## src/hdl/tcpopt_pkg.sv

```systemverilog
// Package with the option kind codes, record codes and record helpers of the TCP option parser.
`timescale 1ns / 1ps

package tcpopt_pkg;

    localparam logic [7:0] KIND_EOL   = 8'd0;
    localparam logic [7:0] KIND_NOP   = 8'd1;
    localparam logic [7:0] KIND_MSS   = 8'd2;
    localparam logic [7:0] KIND_WS    = 8'd3;
    localparam logic [7:0] KIND_SACKP = 8'd4;
    localparam logic [7:0] KIND_TS    = 8'd8;

    localparam logic [7:0] LEN_MSS   = 8'd4;
    localparam logic [7:0] LEN_TS    = 8'd10;
    localparam logic [7:0] LEN_WS    = 8'd3;
    localparam logic [7:0] LEN_SACKP = 8'd2;
    localparam logic [7:0] LEN_MIN   = 8'd2;
    localparam logic [7:0] LEN_NONE  = 8'd0;

    localparam logic [3:0] TS_LOW_BYTES = 4'd4;
    localparam logic [3:0] BODY_MAX     = 4'd15;

    typedef enum logic [2:0] {
        REC_NOP   = 3'd0,
        REC_MSS   = 3'd1,
        REC_TS    = 3'd2,
        REC_WS    = 3'd3,
        REC_SACKP = 3'd4,
        REC_OTHER = 3'd5,
        REC_EOL   = 3'd6,
        REC_ERR   = 3'd7
    } rec_kind_t;

    typedef struct packed {
        rec_kind_t   kind;
        logic [31:0] first;
        logic [31:0] second;
        logic        fin;
    } rec_t;

    function automatic logic [7:0] expected_len(input logic [7:0] kind);
        logic [7:0] len;
        unique case (kind)
            KIND_MSS:   len = LEN_MSS;
            KIND_TS:    len = LEN_TS;
            KIND_WS:    len = LEN_WS;
            KIND_SACKP: len = LEN_SACKP;
            default:    len = LEN_NONE;
        endcase
        return len;
    endfunction

    function automatic rec_t make_rec(input rec_kind_t kind, input logic [31:0] first,
                                      input logic [31:0] second, input logic fin);
        rec_t r;
        r.kind   = kind;
        r.first  = first;
        r.second = second;
        r.fin    = fin;
        return r;
    endfunction

    function automatic rec_t complete_rec(input logic [7:0] kind, input logic [31:0] low,
                                          input logic [31:0] high, input logic fin);
        rec_t r;
        unique case (kind)
            KIND_MSS:   r = make_rec(REC_MSS, {16'd0, low[15:0]}, 32'd0, fin);
            KIND_TS:    r = make_rec(REC_TS, low, high, fin);
            KIND_WS:    r = make_rec(REC_WS, {24'd0, low[7:0]}, 32'd0, fin);
            KIND_SACKP: r = make_rec(REC_SACKP, 32'd0, 32'd0, fin);
            default:    r = make_rec(REC_OTHER, {24'd0, kind}, 32'd0, fin);
        endcase
        return r;
    endfunction

endpackage

```

## src/hdl/tcp_option_parser.sv

```systemverilog
// Top level of the TCP option parser: byte-stream state machine with a registered record output.
`timescale 1ns / 1ps

// The parser takes one option-area byte per beat, with area_end on the final byte, and
// returns at most one record per accepted byte, through the registered output. A byte can
// be accepted in every cycle while byte_stall is low. The record output has a register and
// a one-entry skid stage, so bytes keep flowing while a record waits, and byte_stall rises
// only when both hold a record.
module tcp_option_parser (
    input  logic        clk,
    input  logic        rst_n,
    input  logic        byte_valid,
    output logic        byte_stall,
    input  logic [7:0]  option_byte,
    input  logic        area_end,
    output logic        rec_valid,
    input  logic        rec_stall,
    output logic [2:0]  record_kind,
    output logic [31:0] first_value,
    output logic [31:0] second_value,
    output logic        final_record
);

    typedef enum logic [1:0] {
        PH_KIND,
        PH_LEN,
        PH_BODY,
        PH_IGNORE
    } phase_t;

    phase_t             phase_reg, phase_next;
    logic [7:0]         kind_reg, kind_next;
    logic [7:0]         left_reg, left_next;
    logic [31:0]        low_reg, low_next;
    logic [31:0]        high_reg, high_next;
    logic [3:0]         index_reg, index_next;

    tcpopt_pkg::rec_t   rec_next;
    logic               produce;
    tcpopt_pkg::rec_t   out_reg;
    logic               out_valid_reg;
    tcpopt_pkg::rec_t   skid_reg;
    logic               skid_valid_reg;
    logic               accept;
    logic               out_free;
    logic [7:0]         want;

    assign byte_stall   = skid_valid_reg;
    assign accept       = byte_valid && !skid_valid_reg;
    assign out_free     = !out_valid_reg || !rec_stall;

    assign rec_valid    = out_valid_reg;
    assign record_kind  = out_reg.kind;
    assign first_value  = out_reg.first;
    assign second_value = out_reg.second;
    assign final_record = out_reg.fin;

    assign want = tcpopt_pkg::expected_len(kind_reg);

    always_comb
    begin
        phase_next = phase_reg;
        kind_next  = kind_reg;
        left_next  = left_reg;
        low_next   = low_reg;
        high_next  = high_reg;
        index_next = index_reg;
        produce    = 1'b0;
        rec_next   = tcpopt_pkg::make_rec(tcpopt_pkg::REC_ERR, 32'd0, 32'd0, 1'b1);
        unique case (phase_reg)
            PH_KIND:
            begin
                if (option_byte == tcpopt_pkg::KIND_EOL)
                begin
                    produce    = 1'b1;
                    rec_next   = tcpopt_pkg::make_rec(tcpopt_pkg::REC_EOL, 32'd0, 32'd0, 1'b1);
                    phase_next = area_end ? PH_KIND : PH_IGNORE;
                end
                else if (option_byte == tcpopt_pkg::KIND_NOP)
                begin
                    produce  = 1'b1;
                    rec_next = tcpopt_pkg::make_rec(tcpopt_pkg::REC_NOP, 32'd0, 32'd0,
                                                    area_end);
                end
                else
                begin
                    kind_next  = option_byte;
                    low_next   = 32'd0;
                    high_next  = 32'd0;
                    index_next = 4'd0;
                    left_next  = 8'd0;
                    if (area_end)
                    begin
                        produce = 1'b1;
                    end
                    else
                    begin
                        phase_next = PH_LEN;
                    end
                end
            end
            PH_LEN:
            begin
                if (option_byte < tcpopt_pkg::LEN_MIN ||
                    (want != tcpopt_pkg::LEN_NONE && option_byte != want))
                begin
                    produce    = 1'b1;
                    phase_next = area_end ? PH_KIND : PH_IGNORE;
                end
                else if (option_byte == tcpopt_pkg::LEN_MIN)
                begin
                    produce    = 1'b1;
                    rec_next   = tcpopt_pkg::complete_rec(kind_reg, low_reg, high_reg, area_end);
                    phase_next = PH_KIND;
                end
                else
                begin
                    left_next = option_byte - tcpopt_pkg::LEN_MIN;
                    if (area_end)
                    begin
                        produce    = 1'b1;
                        phase_next = PH_KIND;
                    end
                    else
                    begin
                        phase_next = PH_BODY;
                    end
                end
            end
            PH_BODY:
            begin
                if (kind_reg == tcpopt_pkg::KIND_TS)
                begin
                    if (index_reg < tcpopt_pkg::TS_LOW_BYTES)
                    begin
                        low_next = {low_reg[23:0], option_byte};
                    end
                    else
                    begin
                        high_next = {high_reg[23:0], option_byte};
                    end
                end
                else if (kind_reg == tcpopt_pkg::KIND_MSS || kind_reg == tcpopt_pkg::KIND_WS)
                begin
                    low_next = {low_reg[23:0], option_byte};
                end
                if (index_reg < tcpopt_pkg::BODY_MAX)
                begin
                    index_next = index_reg + 4'd1;
                end
                if (left_reg != 8'd0)
                begin
                    left_next = left_reg - 8'd1;
                end
                if (left_next == 8'd0)
                begin
                    produce    = 1'b1;
                    rec_next   = tcpopt_pkg::complete_rec(kind_reg, low_next, high_next,
                                                          area_end);
                    phase_next = PH_KIND;
                end
                else if (area_end)
                begin
                    produce    = 1'b1;
                    phase_next = PH_KIND;
                end
            end
            PH_IGNORE:
            begin
                if (area_end)
                begin
                    phase_next = PH_KIND;
                end
            end
        endcase
    end

    always_ff @(posedge clk or negedge rst_n)
    begin
        if (!rst_n)
        begin
            phase_reg      <= PH_KIND;
            kind_reg       <= 8'd0;
            left_reg       <= 8'd0;
            low_reg        <= 32'd0;
            high_reg       <= 32'd0;
            index_reg      <= 4'd0;
            out_valid_reg  <= 1'b0;
            skid_valid_reg <= 1'b0;
            out_reg        <= '0;
            skid_reg       <= '0;
        end
        else
        begin
            if (accept)
            begin
                phase_reg <= phase_next;
                kind_reg  <= kind_next;
                left_reg  <= left_next;
                low_reg   <= low_next;
                high_reg  <= high_next;
                index_reg <= index_next;
            end
            if (out_free)
            begin
                if (skid_valid_reg)
                begin
                    out_reg        <= skid_reg;
                    out_valid_reg  <= 1'b1;
                    skid_valid_reg <= 1'b0;
                end
                else if (accept && produce)
                begin
                    out_reg       <= rec_next;
                    out_valid_reg <= 1'b1;
                end
                else
                begin
                    out_valid_reg <= 1'b0;
                end
            end
            else if (accept && produce)
            begin
                skid_reg       <= rec_next;
                skid_valid_reg <= 1'b1;
            end
        end
    end

`ifndef SYNTH
    // The skid stage is only filled behind a held output record.
    a_skid_behind_out: assert property (@(posedge clk) disable iff (!rst_n)
        skid_valid_reg |-> out_valid_reg)
        else $error("skid record present without an output record");

    // A body phase always has body bytes still to come.
    a_body_left: assert property (@(posedge clk) disable iff (!rst_n)
        (phase_reg == PH_BODY) |-> (left_reg != 8'd0))
        else $error("body phase with no bytes left");

    // The end of the area always rearms the parser from the ignore phase.
    a_ignore_rearm: assert property (@(posedge clk) disable iff (!rst_n)
        (accept && area_end && phase_reg == PH_IGNORE) |=> (phase_reg == PH_KIND))
        else $error("area end did not rearm the parser");

    // End-of-list and error records close the area.
    a_final_on_stop: assert property (@(posedge clk) disable iff (!rst_n)
        (out_valid_reg && (out_reg.kind == tcpopt_pkg::REC_EOL ||
                           out_reg.kind == tcpopt_pkg::REC_ERR)) |-> out_reg.fin)
        else $error("end-of-list or error record without final flag");
`endif

endmodule
```

## config.mk

```make
export PLATFORM = sky130hd
export DESIGN_NAME = tcp_option_parser
export DESIGN_NICKNAME = d
export VERILOG_FILES = /design/src/hdl/tcpopt_pkg.sv /design/src/hdl/tcp_option_parser.sv
export SDC_FILE = /design/constraint.sdc
export NUM_CORES = 1
export LEC_CHECK = 0
export BUFFER_PORTS_ARGS = -buffer_cell sky130_fd_sc_hd__buf_2
export CAP_MARGIN = 0
export CORE_MARGIN = 4
export CORE_UTILIZATION = 61
export CTS_CLUSTER_SIZE = 10
export DETAILED_ROUTE_END_ITERATION = 16
export PLACE_DENSITY = 0.8
export SYNTH_ARGS = -nofsm -noshare
export SYNTH_HDL_FRONTEND = slang
export SYNTH_SLANG_ARGS = --single-unit
```

## constraint.sdc

```tcl
create_clock -name clk -period 3.6 [get_ports clk]
set_clock_uncertainty 0.05 [all_clocks]
set_input_delay 1.08 -clock clk [delete_from_list [all_inputs] [get_ports clk]]
set_output_delay 1.08 -clock clk [all_outputs]
set_load 0.01 [all_outputs]
```

* Word level (Yosys, flattened, before mapping)
Index checks and enable logic that the tools add are counted.
** Word-level totals
- Flip-flop bits (word level) :: 224
- Output and inout port bits :: 70
- Word-level logic and storage cells :: 119
- Input port bits :: 13
** Cells by class
- Order comparisons :: 3
- Equal/unequal tests :: 17
- Add/sub/neg operators :: 3
- Bitwise logic cells :: 3
- Reductions and logical operators :: 25
- Muxes and demuxes :: 52
** Operators with widths (count)
- case mux 68 bit (4 select lines) :: 2
- two-way mux 68 bit :: 7
- two-way mux 32 bit :: 7
- case mux 68 bit (3 select lines) :: 1
- case mux 32 bit (2 select lines) :: 2
- two-way mux 8 bit :: 6
- == test 8 x 2 -> 1 bit, second input constant :: 3
- case mux 8 bit (3 select lines) :: 1
- two-way mux 2 bit :: 9
- zero test 8 bit :: 2
- case mux 4 bit (4 select lines) :: 1
- nonzero test 8 bit :: 2
- two-way mux 4 bit :: 3
- two-way mux 1 bit :: 10
- inequality test 2 bit, second input constant :: 5
- == test 8 x 1 -> 1 bit, second input constant :: 1
- == test 8 x 3 -> 1 bit, second input constant :: 1
- == test 8 x 4 -> 1 bit, second input constant :: 1
- < comparator 8 x 2 -> 1 bit, second input constant :: 1
- inequality test 8 bit :: 1
- case mux 2 bit (4 select lines) :: 1
- case mux 4 bit (2 select lines) :: 1
- AND reduction 4 bit :: 2
- subtractor 8 x 1 -> 8 bit, second input constant :: 1
- 19 further kinds :: 32

* Longest topological paths before layout
Gate-level depths: netlist (run 1).
- Depth in word-level cells :: 10
- Depth in mapped cells :: 14
- Mapped depth without buffers :: 9

* Worst setup path before layout (run 1)
OpenSTA, ideal clock, no wires.
- Kind :: input -> register
- Start :: in option_byte[7]
- End :: reg skid_reg[54] in the netlist's numbering
- Slack :: 0.003 ns
- Stages on the path :: 12
- Setup time :: 0.092 ns
- Arrival :: 3.456 ns
- Path buffers :: 5
- Data required time :: 3.458 ns
- Cells stage by stage :: clkbuf_1 -> or4_1 -> o22ai_1 -> nor4b_1 -> and4b_1 -> o31a_1 -> buf_6 -> or2_1 -> buf_6 -> buf_6 -> buf_6 -> o31ai_2
** Between the ends
- Longest elaborated chain between the ends :: 7
- Elaborated cells between the ends (all ways) :: 18
- Classes of those cells :: 1 x order compare; 3 x eq/ne; 9 x mux; 5 x reduce/logical
** Ends and longest elaborated chain
- start, declared :: RTL line tcp_option_parser.sv:14 : input logic [7:0] option_byte,
- branches (longest 7 deep; another with < comparator 8 x 2 -> 1 bit)
- end signal, assigned :: RTL line tcp_option_parser.sv:224 : skid_reg <= rec_next;
- end, declared :: RTL line tcp_option_parser.sv:42 : tcpopt_pkg::rec_t skid_reg;
Parallel ways; which one is timed is not known.
A chain may end at the register's enable or synchronous reset.

* Final worst setup path (run 1)
- Start :: reg kind_reg[3]
- End :: reg skid_reg[40] in the netlist's numbering
** Between the ends
- Longest elaborated chain between the ends :: 9
- Elaborated cells between the ends (all ways) :: 22
- Classes of those cells :: 5 x eq/ne; 11 x mux; 6 x reduce/logical
** Ends and longest elaborated chain
- start, declared :: RTL line tcp_option_parser.sv:32 : logic [7:0] kind_reg, kind_next;
- start signal, assigned :: RTL line tcp_option_parser.sv:198 : kind_reg <= kind_next;
- == test 8 x 3 -> 1 bit (tied with other cells) :: RTL line tcpopt_pkg.sv:43, tcpopt_pkg.sv:66
- case mux 4 bit (4 select lines) :: RTL line tcpopt_pkg.sv:43 : unique case (kind)
- inequality test 8 bit / nonzero test 8 bit (equally long branches) :: RTL line tcp_option_parser.sv:105 : (want != tcpopt_pkg::LEN_NONE && option_byte != want))
- logical AND 1 bit :: RTL line tcp_option_parser.sv:105
- logical OR 1 bit :: RTL line tcp_option_parser.sv:104 : if (option_byte < tcpopt_pkg::LEN_MIN ||
- two-way mux 1 bit :: RTL line tcp_option_parser.sv:104
- case mux 1 bit (3 select lines) :: RTL line tcp_option_parser.sv:70 : unique case (phase_reg)
- logical AND 1 bit :: RTL line tcp_option_parser.sv:222 : else if (accept && produce)
- AND reduction 2 bit (no source line)
Parallel ways exist; a longest one is shown, timed or not.

==> flow_metrics.py, run 1 <==
metrics = {
    "status": {
        "status": "completed",
    },
    "global_route": {
        "grt_max_degree": 86,
        "gr-total-overflow": 0,
        "antenna_found_initial": 0,
        "track_usage": 0.295,
        "grt_pass1_wl_um": 52800,
        "grt_pass1_vias": 9959,
    },
    "setup_path": {
        "crit_chain": "buf_4 > nor4b_1 > buf_4 > nand3_1 > nor3b_1 > and4b_1 > o31a_1 > or2_2 > buf_12 > o41ai_1",
        "max_stage_delay_ns": 0.56,
        "worstPathRequired_ns": 3.95,
        "r2r_end": "skid_reg[40]",
        "cp-start-kind": "flip-flop",
        "critical_path_arrival_ns": 3.74,
        "endpoint_kind": "flip-flop",
        "reg2reg_slack_ns": 0.21,
        "r2r_start": "kind_reg[3]",
        "cp_common_cell": "buf_4",
        "crit_slowest_cell": "nor4b_1",
        "worstRegToRegCells": 10,
        "crit_fanout": 31,
        "crit_type": "flip-flop to flip-flop",
    },
    "power": {
        "leakage_uw": 0.00614,
        "powerDensity_mw_per_mm2": 609,
        "peakVddDrop_uv": 566,
    },
    "synthesis": {
        "synth_top_area_frac": 0.473,
        "ys.warnings.count": 0,
        "ys_types": 71,
        "ys.flop_type": "dfrtp_1",
        "ys_ff_latch": 224,
        "yosysSeqAreaShare": 0.473,
        "synth_edf_count": 0,
        "synth_cells": 1146,
        "syn_area_per_cell_um2": 10.3,
        "synth_top_area_cell": "dfrtp_1",
        "syn-cell-area_mm2": 0.0118,
        "synth.area.top_cells": "dfrtp_1 47%, mux2_2 8.3%, a22o_1 5.6%",
        "async_flop_share": 1.00,
        "syn_nets": 1167,
    },
    "timing": {
        "slew_headroom": 0.390,
        "tightest_slew_ns": 0.910,
        "slew_viol_final": 0,
        "setup_tns_ns": 0,
        "min_period_over_period": 0.941,
        "hold_viol_final": 0,
        "setup-violations-final": 0,
        "rsz0062_at_grt": "no",
        "max_freq_ghz": 0.295,
        "period_minus_slack_ns": 3.39,
    },
    "clock_network": {
        "path_clk_slew_ns": 0.05,
        "clk_latency_ns": 0.53,
        "clock-sinks": 224,
        "numCtsBuffers": 26,
        "clk_path_buf_depth": 3,
        "cts_tree": "yes",
        "post_cts_buffers": 0,
        "htreeDepth": 1,
        "clock-root-buffer": "clkbuf_16",
    },
    "min_path": {
        "hold_path_end": "second_value[15]",
        "hold_path_class": "flip-flop to flip-flop",
        "whs_path_depth": 1,
        "holdCritStartpoint": "second_value[15]",
    },
    "route": {
        "ant_nets": 0,
        "num_vias": 9966,
        "wl_per_cell_um": 21.7,
        "drc": 0,
        "vias_per_cell": 6.68,
        "drtPass1Iterations": 6,
        "dr.first_iter.drc_count": 985,
        "drt-total-wl_um": 32300,
    },
    "finish": {
        "fin_nets": 1249,
        "stdcell_count": 1492,
        "largest_reg_flops": 68,
        "layout_common_cells": "223 x dfrtp_1, 143 x nand2_1, 108 x o21ai_0",
        "design_area_mm2": 0.0135,
        "final_common_cell": "dfrtp_1",
        "n_antenna_cell": 0,
        "drive_gt1_frac": 0.253,
        "synthToLayoutAreaGrowth_pct": 13.9,
    },
    "place": {
        "placedCellCount": 1460,
        "hpwlAfterDp_um": 20900,
        "io_buffer_count": 82,
        "place_congestion": 0.956,
        "placed_area_mm2": 0.0128,
    },
    "flow_run": {
        "maxCapViolations": 0,
    },
    "floorplanning": {
        "die_y_um": 147,
        "die_area_mm2": 0.0217,
        "coreArea_mm2": 0.0189,
        "num_io_pins": 83,
        "die_w_um": 147,
        "rows": 50,
        "start_util": 0.627,
    },
}
-- kinds of logic (layout without fill, tap and decap cells) --
| family | count (synthesis) | in the layout | synth area share |
|---|---|---|---|
| AOI/OAI and AO/OA | 398 | 398 | 0.246 |
| DFF | 224 | 224 | 0.473 |
| buffers and inverters | 116 | 202 | 0.0459 |
| xor gates and xnor gates | 8 | 8 | 0.00592 |
| and+or+nand+nor | 272 | 272 | 0.110 |
| adders and majority gates | 8 | 8 | 0.00845 |
| muxes | 120 | 120 | 0.111 |
-- layout make-up --
class | count | area [um2]
Clock buffer | 30 | 666
Clock inverter | 2 | 21.3
Fill cell | 1411 | 5410
Inverter | 16 | 60.1
Multi-Input combinational cell | 806 | 5730
Sequential cell | 224 | 5610
Tap cell | 260 | 325
Timing Repair Buffer | 154 | 1070
-- through the flow --
step / setup WS (ns) / total power [uW] / utilization / hold WS [ns]
2_1_floorplan: 0.00269 / 4960 / - / 0.415
5_1_grt: 0.0330 / 8610 / 0.714 / 0.452
3_3_place_gp: -0.0407 / 5850 / 0.677 / 0.420
3_5_place_dp: -0.152 / 5910 / 0.677 / 0.426
6_report: 0.212 / 8210 / 0.714 / 0.434
4_1_cts: 0.130 / 8170 / 0.713 / 0.438
-- synthesized netlist by cell type, types with 16 or more instances --
cell type / instances
o31ai_2: 17
mux2_2: 87
nor4_1: 16
clkbuf_1: 71
o31ai_1: 45
nand2_1: 143
a22o_1: 76
a22oi_1: 61
dfrtp_1: 224
o21ai_0: 109
inv_1: 16
mux2i_1: 28
nor2_1: 35
a21oi_1: 28
-- worst max-delay path, delay by kind of cell, from the launching register on --
kind / cells / cell delay, ns
DFF: 1 / 0.45
buffers and inverters: 3 / 0.63
AOI/OAI and AO/OA: 2 / 0.74
and+or+nand+nor: 5 / 1.38
-- how the worst max path moves through the flow --
stage	endpoint	cells past startpoint	slack [ns]	start
after floorplan	skid_reg[54]	12	0.003	option_byte[7]
after global placement	skid_reg[46]	9	-0.04	option_byte[7]
after detailed placement	skid_reg[38]	9	-0.15	option_byte[7]
after CTS	skid_reg[45]	10	0.13	left_reg[0]
after global routing	skid_reg[47]	10	0.03	left_reg[0]
final	skid_reg[40]	10	0.21	kind_reg[3]
-- per-layer routing --
metal	up-vias	share of wire	global-route usage
met3	87	0.084	0.0469
met4	0	0.028	0.0853
met2	511	0.47	0.473
li1	4471	-	-
met5	-	0	0
met1	4897	0.41	0.422
-- repair_timing --
item,CTS,global route
hold buffers,0,0
endpoints found under the setup margin,2,46
hold endpoints to repair,0,0
resized for setup,1,1
-- where the power goes --
| part | switching [uW] | internal [uW] | total [uW] |
|---|---|---|---|
| logic | 1880 | 1110 | 3000 |
| clock network | 961 | 1290 | 2250 |
| registers | 232 | 2730 | 2970 |
Note: power is estimated with default switching activity, not from simulation.
==> run 2: changes to the inputs <==
--- a/config.mk
+++ b/config.mk
@@ -8,10 +8,9 @@
 export BUFFER_PORTS_ARGS = -buffer_cell sky130_fd_sc_hd__buf_2
 export CAP_MARGIN = 0
 export CORE_MARGIN = 4
-export CORE_UTILIZATION = 61
+export CORE_UTILIZATION = 30
 export CTS_CLUSTER_SIZE = 10
 export DETAILED_ROUTE_END_ITERATION = 16
-export PLACE_DENSITY = 0.8
 export SYNTH_ARGS = -nofsm -noshare
 export SYNTH_HDL_FRONTEND = slang
 export SYNTH_SLANG_ARGS = --single-unit
==> constraint.sdc (replaced) <==
create_clock -name clk -period 4.3 [get_ports clk]
set_clock_uncertainty 0.05 [all_clocks]
set_input_delay 1.29 -clock clk [delete_from_list [all_inputs] [get_ports clk]]
set_output_delay 1.29 -clock clk [all_outputs]
set_load 0.01 [all_outputs]
==> run 2 against run 1 <==
  * Die area rose by 97%
  * Cell count is 16% higher
  * Largest power group is now sequential cells
  * Register-to-register slack better by 0.21 ns
  * Sequential cell count stayed put
  * Highest routed layer is now met5
  * Clock-buffer cell count grew 3
  * Sequential share of layout area fell by 0.18 points
  * Critical path depth stayed put
  * Clock power is 12% lower
  * Non-clock buffer count shrank 29
==> flow_metrics.py, run 2 (synthesis gave the netlist of run 1 again) <==
metrics = {
    "status": {
        "status": "completed",
    },
    "finish": {
        "layout_common_cells": "223 x dfrtp_1, 143 x nand2_1, 108 x o21ai_0",
        "synthToLayoutAreaGrowth_pct": 14.4,
        "drive_gt1_frac": 0.236,
        "final_common_cell": "dfrtp_1",
        "n_antenna_cell": 0,
        "largest_reg_flops": 68,
        "design_area_mm2": 0.0135,
        "fillCellCount": 3900,
        "fin_nets": 1221,
    },
    "clock_network": {
        "clk_latency_ns": 0.53,
        "clk_path_buf_depth": 3,
        "numCtsBuffers": 27,
        "clock-sinks": 224,
        "htreeDepth": 1,
        "hold_buffers": 0,
        "clock-root-buffer": "clkbuf_16",
        "path_clk_slew_ns": 0.06,
        "cts_tree": "yes",
        "post_cts_buffers": 0,
    },
    "timing": {
        "period_minus_slack_ns": 3.88,
        "slew_headroom": 0.332,
        "tightest_slew_ns": 0.997,
        "slew_viol_final": 0,
        "timing.hold.ws_ns": 0.446,
        "rsz0062_at_grt": "no",
        "setup_tns_ns": 0,
        "min_period_over_period": 0.902,
        "setup-violations-final": 0,
        "hold_viol_final": 0,
        "max_freq_ghz": 0.258,
    },
    "route": {
        "dr.first_iter.drc_count": 991,
        "drt-total-wl_um": 34400,
        "drtPass1Iterations": 5,
        "vias_per_cell": 5.52,
        "wl_per_cell_um": 19.9,
        "drc": 0,
        "num_vias": 9525,
        "ant_nets": 0,
    },
    "setup_path": {
        "cp-start-kind": "flip-flop",
        "crit_type": "flip-flop to flip-flop",
        "crit_fanout": 37,
        "critical_path_arrival_ns": 4.24,
        "endpoint_kind": "flip-flop",
        "worstPathRequired_ns": 4.66,
    },
    "min_path": {
        "hold_path_class": "flip-flop to flip-flop",
    },
    "power": {
        "powerDensity_mw_per_mm2": 506,
        "power.total_uw": 6850,
        "leakage_uw": 0.00599,
        "peakVddDrop_uv": 235,
    },
    "place": {
        "io_buffer_count": 82,
        "hpwlAfterDp_um": 22800,
        "placed_area_mm2": 0.0128,
        "place_congestion": 0.892,
    },
    "floorplanning": {
        "die_area_mm2": 0.0427,
        "die_w_um": 207,
        "rows": 72,
        "coreArea_mm2": 0.0388,
        "num_io_pins": 83,
        "start_util": 0.305,
        "die_y_um": 207,
    },
    "flow_run": {
        "maxCapViolations": 0,
    },
    "global_route": {
        "grt_pass1_wl_um": 55200,
        "track_usage": 0.160,
        "grt_pass1_vias": 9397,
        "gr-total-overflow": 0,
        "antenna_found_initial": 2,
        "grt_max_degree": 100,
    },
}
[run 2: cell types whose count changed in the layout (fill, tap and decap cells not counted), sizes merged]
| cell | before | now |
|---|---|---|
| buf | 154 | 125 |
| clkbuf | 30 | 33 |
| clkinv | 2 | 1 |
| inv | 16 | 18 |
[run 2: timing repair]
item | CTS | global route
gates resized for setup | 0 | 1
endpoints found under the setup margin | 0 | 7
endpoints found under the hold margin | 0 | 0
[run 2: worst max-delay path, stage by stage (launching register included)]
cell     delay [ns]
dfrtp_1        0.45
inv_1          0.09
ha_1           0.24
nor3b_2        0.52
mux2i_1        0.21
a31oi_4        0.44
o21a_1         0.44
o31a_1         0.30
or2_2          0.15
buf_4          0.44
mux2_2         0.39
[run 2: area by class of cell]
cell class | count | area [um2] | share of cell area
Clock inverter | 3 | 22.5 | 0.00166
Inverter | 16 | 60.1 | 0.00443
Clock buffer | 33 | 708 | 0.0523
Sequential cell | 224 | 5610 | 0.414
Tap cell | 518 | 648 | 0.0479
Timing Repair Buffer | 125 | 768 | 0.0567
Multi-Input combinational cell | 806 | 5730 | 0.423
[run 2: per-stage QoR]
stage / setup WS (ns) / utilization / instances
after CTS: 0.284 / 0.349 / 1725
after global placement: 0.248 / 0.330 / 1689
final: 0.421 / 0.349 / 1725
after floorplan: 0.493 / - / 1146
after detailed placement: 0.138 / 0.330 / 1689
after global routing: 0.184 / 0.349 / 1725
[run 2: final timing paths]
kind / start / endpoint / slack (ns) / depth (start not counted)
worst max-delay path: left_reg[0] / skid_reg[42] / 0.42 / 10
worst min-delay path: first_value[19] / first_value[19] / 0.45 / 1
worst max register to register: left_reg[0] / skid_reg[42] / 0.42 / 10
worst min register to register: first_value[19] / first_value[19] / 0.45 / 1
max in group asynchronous: rst_n / second_value[2] / 2.55 / 2
min in group asynchronous: rst_n / first_value[1] / 0.75 / 1
[run 2: power by group]
group / switching [uW] / internal (uW) / total (uW) / leakage [uW]
Sequential: 247 / 2290 / 2530 / 0.00308
Combinational: 1530 / 815 / 2340 / 0.00255
Clock: 831 / 1140 / 1970 / 0.000359
Total: 2610 / 4240 / 6850 / 0.00599
[run 2: metal layers]
layer	wire length, um	vias to the layer above	GRT usage	share of wire
li1	-	4413	-	-
met1	16200	4724	0.233	0.47
met2	15500	319	0.250	0.45
met3	1840	65	0.0248	0.053
met4	848	4	0.0394	0.025
met5	25	-	0	0.00073
==> run 3: changes to the inputs <==
--- a/config.mk
+++ b/config.mk
@@ -7,10 +7,14 @@
 export LEC_CHECK = 0
 export BUFFER_PORTS_ARGS = -buffer_cell sky130_fd_sc_hd__buf_2
 export CAP_MARGIN = 0
+export CELL_PAD_IN_SITES_DETAIL_PLACEMENT = 1
+export CELL_PAD_IN_SITES_GLOBAL_PLACEMENT = 1
 export CORE_MARGIN = 4
 export CORE_UTILIZATION = 30
 export CTS_CLUSTER_SIZE = 10
 export DETAILED_ROUTE_END_ITERATION = 16
+export PLACE_DENSITY_LB_ADDON = 0.1
+export SLEW_MARGIN = 20
 export SYNTH_ARGS = -nofsm -noshare
 export SYNTH_HDL_FRONTEND = slang
 export SYNTH_SLANG_ARGS = --single-unit
==> run 3 against run 2 <==
  * Total power up 7.4%
  * Critical path depth is 1 higher
  * Sequential share of layout area decreased by 0.75 points
  * Setup slack gained 0.13 ns
  * Cell count rose by 1.1%
  * Largest power group unchanged
  * Highest routed layer is now met4
==> flow_metrics.py, run 3 (synthesis gave the netlist of run 1 again) <==
metrics = {
    "setup_path": {
        "crit_fanout": 68,
        "crit_chain": "inv_1 > ha_1 > nor3b_2 > buf_4 > or3_1 > a31oi_2 > o21a_1 > o31a_1 > or2_2 > buf_12 > mux2_2",
        "worstPathRequired_ns": 4.69,
        "crit_type": "flip-flop to flip-flop",
        "max_stage_delay_ns": 0.62,
        "endpoint_kind": "flip-flop",
        "crit_buf_inv": 3,
        "path_delay_family": "compound AO/OA/AOI/OAI gates",
        "crit_slowest_cell": "a31oi_2",
        "cp-start-kind": "flip-flop",
        "critical_path_arrival_ns": 4.13,
    },
    "floorplanning": {
        "die_y_um": 207,
        "start_util": 0.305,
        "rows": 72,
        "die_w_um": 207,
        "die_area_mm2": 0.0427,
        "num_io_pins": 83,
        "coreArea_mm2": 0.0388,
    },
    "clock_network": {
        "clock-root-buffer": "clkbuf_16",
        "ctsResizeCount": 0,
        "clock-sinks": 224,
        "numCtsBuffers": 29,
        "clk_latency_ns": 0.55,
        "htreeDepth": 1,
        "hold_buffers": 0,
        "post_cts_buffers": 0,
        "cts_tree": "yes",
        "clk_path_buf_depth": 3,
        "path_clk_slew_ns": 0.06,
    },
    "global_route": {
        "gr-total-overflow": 0,
        "gr-usage-met2": 0.295,
        "grt_use_met1": 0.262,
        "met3_usage": 0.0252,
        "grt_max_degree": 79,
        "grt_pass1_vias": 10100,
        "grt_pass1_wl_um": 61300,
        "antenna_found_initial": 0,
        "track_usage": 0.181,
        "top_usage_layer": "met2",
    },
    "finish": {
        "synthToLayoutAreaGrowth_pct": 16.5,
        "drive_gt1_frac": 0.246,
        "stdcell_count": 1744,
        "fillCellCount": 4336,
        "fin_nets": 1229,
        "n_antenna_cell": 0,
        "largest_reg_flops": 68,
        "final_common_cell": "dfrtp_1",
        "layout_common_cells": "223 x dfrtp_1, 143 x nand2_1, 108 x o21ai_0",
    },
    "route": {
        "vias_per_cell": 5.51,
        "dr.first_iter.drc_count": 586,
        "wl_per_cell_um": 22.2,
        "drt-total-wl_um": 38700,
        "drtPass1Iterations": 5,
        "drc": 0,
        "ant_nets": 0,
        "num_vias": 9603,
    },
    "power": {
        "peakVddDrop_uv": 284,
        "leakage_uw": 0.00612,
        "power_frac_comb": 0.338,
        "p_sw_uw": 2800,
        "power_switching_share": 0.380,
        "p_int_uw": 4560,
        "power_frac_seq": 0.342,
        "powerDensity_mw_per_mm2": 533,
        "clkPwrFrac": 0.319,
    },
    "timing": {
        "setup_tns_ns": 0,
        "slew_headroom": 0.415,
        "min_period_over_period": 0.871,
        "max_freq_ghz": 0.267,
        "hold_viol_final": 0,
        "rsz0062_at_grt": "no",
        "slew_viol_final": 0,
        "period_minus_slack_ns": 3.75,
        "tightest_slew_ns": 0.874,
        "setup-violations-final": 0,
    },
    "flow_run": {
        "maxCapViolations": 0,
    },
    "place": {
        "hpwlAfterDp_um": 25400,
        "placedCellCount": 1695,
        "place_congestion": 0.797,
        "io_buffer_count": 82,
    },
    "min_path": {
        "hold_path_class": "flip-flop to flip-flop",
    },
    "status": {
        "status": "completed",
    },
}
## run 3: changes by cell type in the layout (fill, tap and decap cells not counted), sizes merged
cell	previous run	this run
buf	125	131
bufinv	0	1
clkbuf	33	44
clkinv	1	2
clkinvlp	0	1
inv	18	17
## run 3: layer usage
metal  share of wire  vias to the layer above
met5               0                        -
met1            0.49                     4978
met4           0.014                        0
met2            0.47                      139
li1                -                     4443
met3           0.032                       43
## run 3: cell type report
cell class,instances,area (um2),area share
clock buffer,44,852,0.0618
sequential,224,5610,0.407
multi-input combinational,806,5720,0.415
clock inverter,5,56.3,0.00408
timing repair buffer,131,851,0.0617
inverter,16,60.1,0.00435
tap,518,648,0.0470
## run 3: final timing paths
path | startpoint | endpoint | slack [ns] | cells past startpoint
setup / recovery | left_reg[0] | skid_reg[65] | 0.55 | 11
hold / removal | second_value[17] | second_value[17] | 0.44 | 1
setup reg to reg | left_reg[0] | skid_reg[65] | 0.55 | 11
hold reg to reg | second_value[17] | second_value[17] | 0.44 | 1
max in group asynchronous | rst_n | second_value[25] | 2.62 | 2
min in group asynchronous | rst_n | first_value[0] | 0.65 | 1
## run 3: stage by stage
step	utilization	hold slack, ns	worst slack [ns]	area [um2]	power [uW]
after global routing	0.355	0.461	0.292	13800	7820
after floorplan	-	0.415	0.493	11800	4150
after CTS	0.355	0.448	0.489	13800	7480
final	0.355	0.441	0.554	13800	7360
after global placement	0.332	0.425	0.244	12900	5060
after detailed placement	0.332	0.432	0.211	12900	5070
## run 3: power groups by stage
stage               registers (uW)  logic (uW)  clock network [uW]
CTS                           2520        2530                2440
floorplan                     2460        1690                   0
global route                  2550        2750                2520
detailed placement            2550        2520                   0
global placement              2550        2510                   0
finish                        2520        2490                2350
## run 3: worst reg2reg max path: stages, from the launching register on
cell     delay, ns
dfrtp_1       0.44
inv_1         0.07
ha_1          0.26
nor3b_2       0.17
buf_4         0.17
or3_1         0.36
a31oi_2       0.62
o21a_1        0.27
o31a_1        0.27
or2_2         0.18
buf_12        0.35
mux2_2        0.42
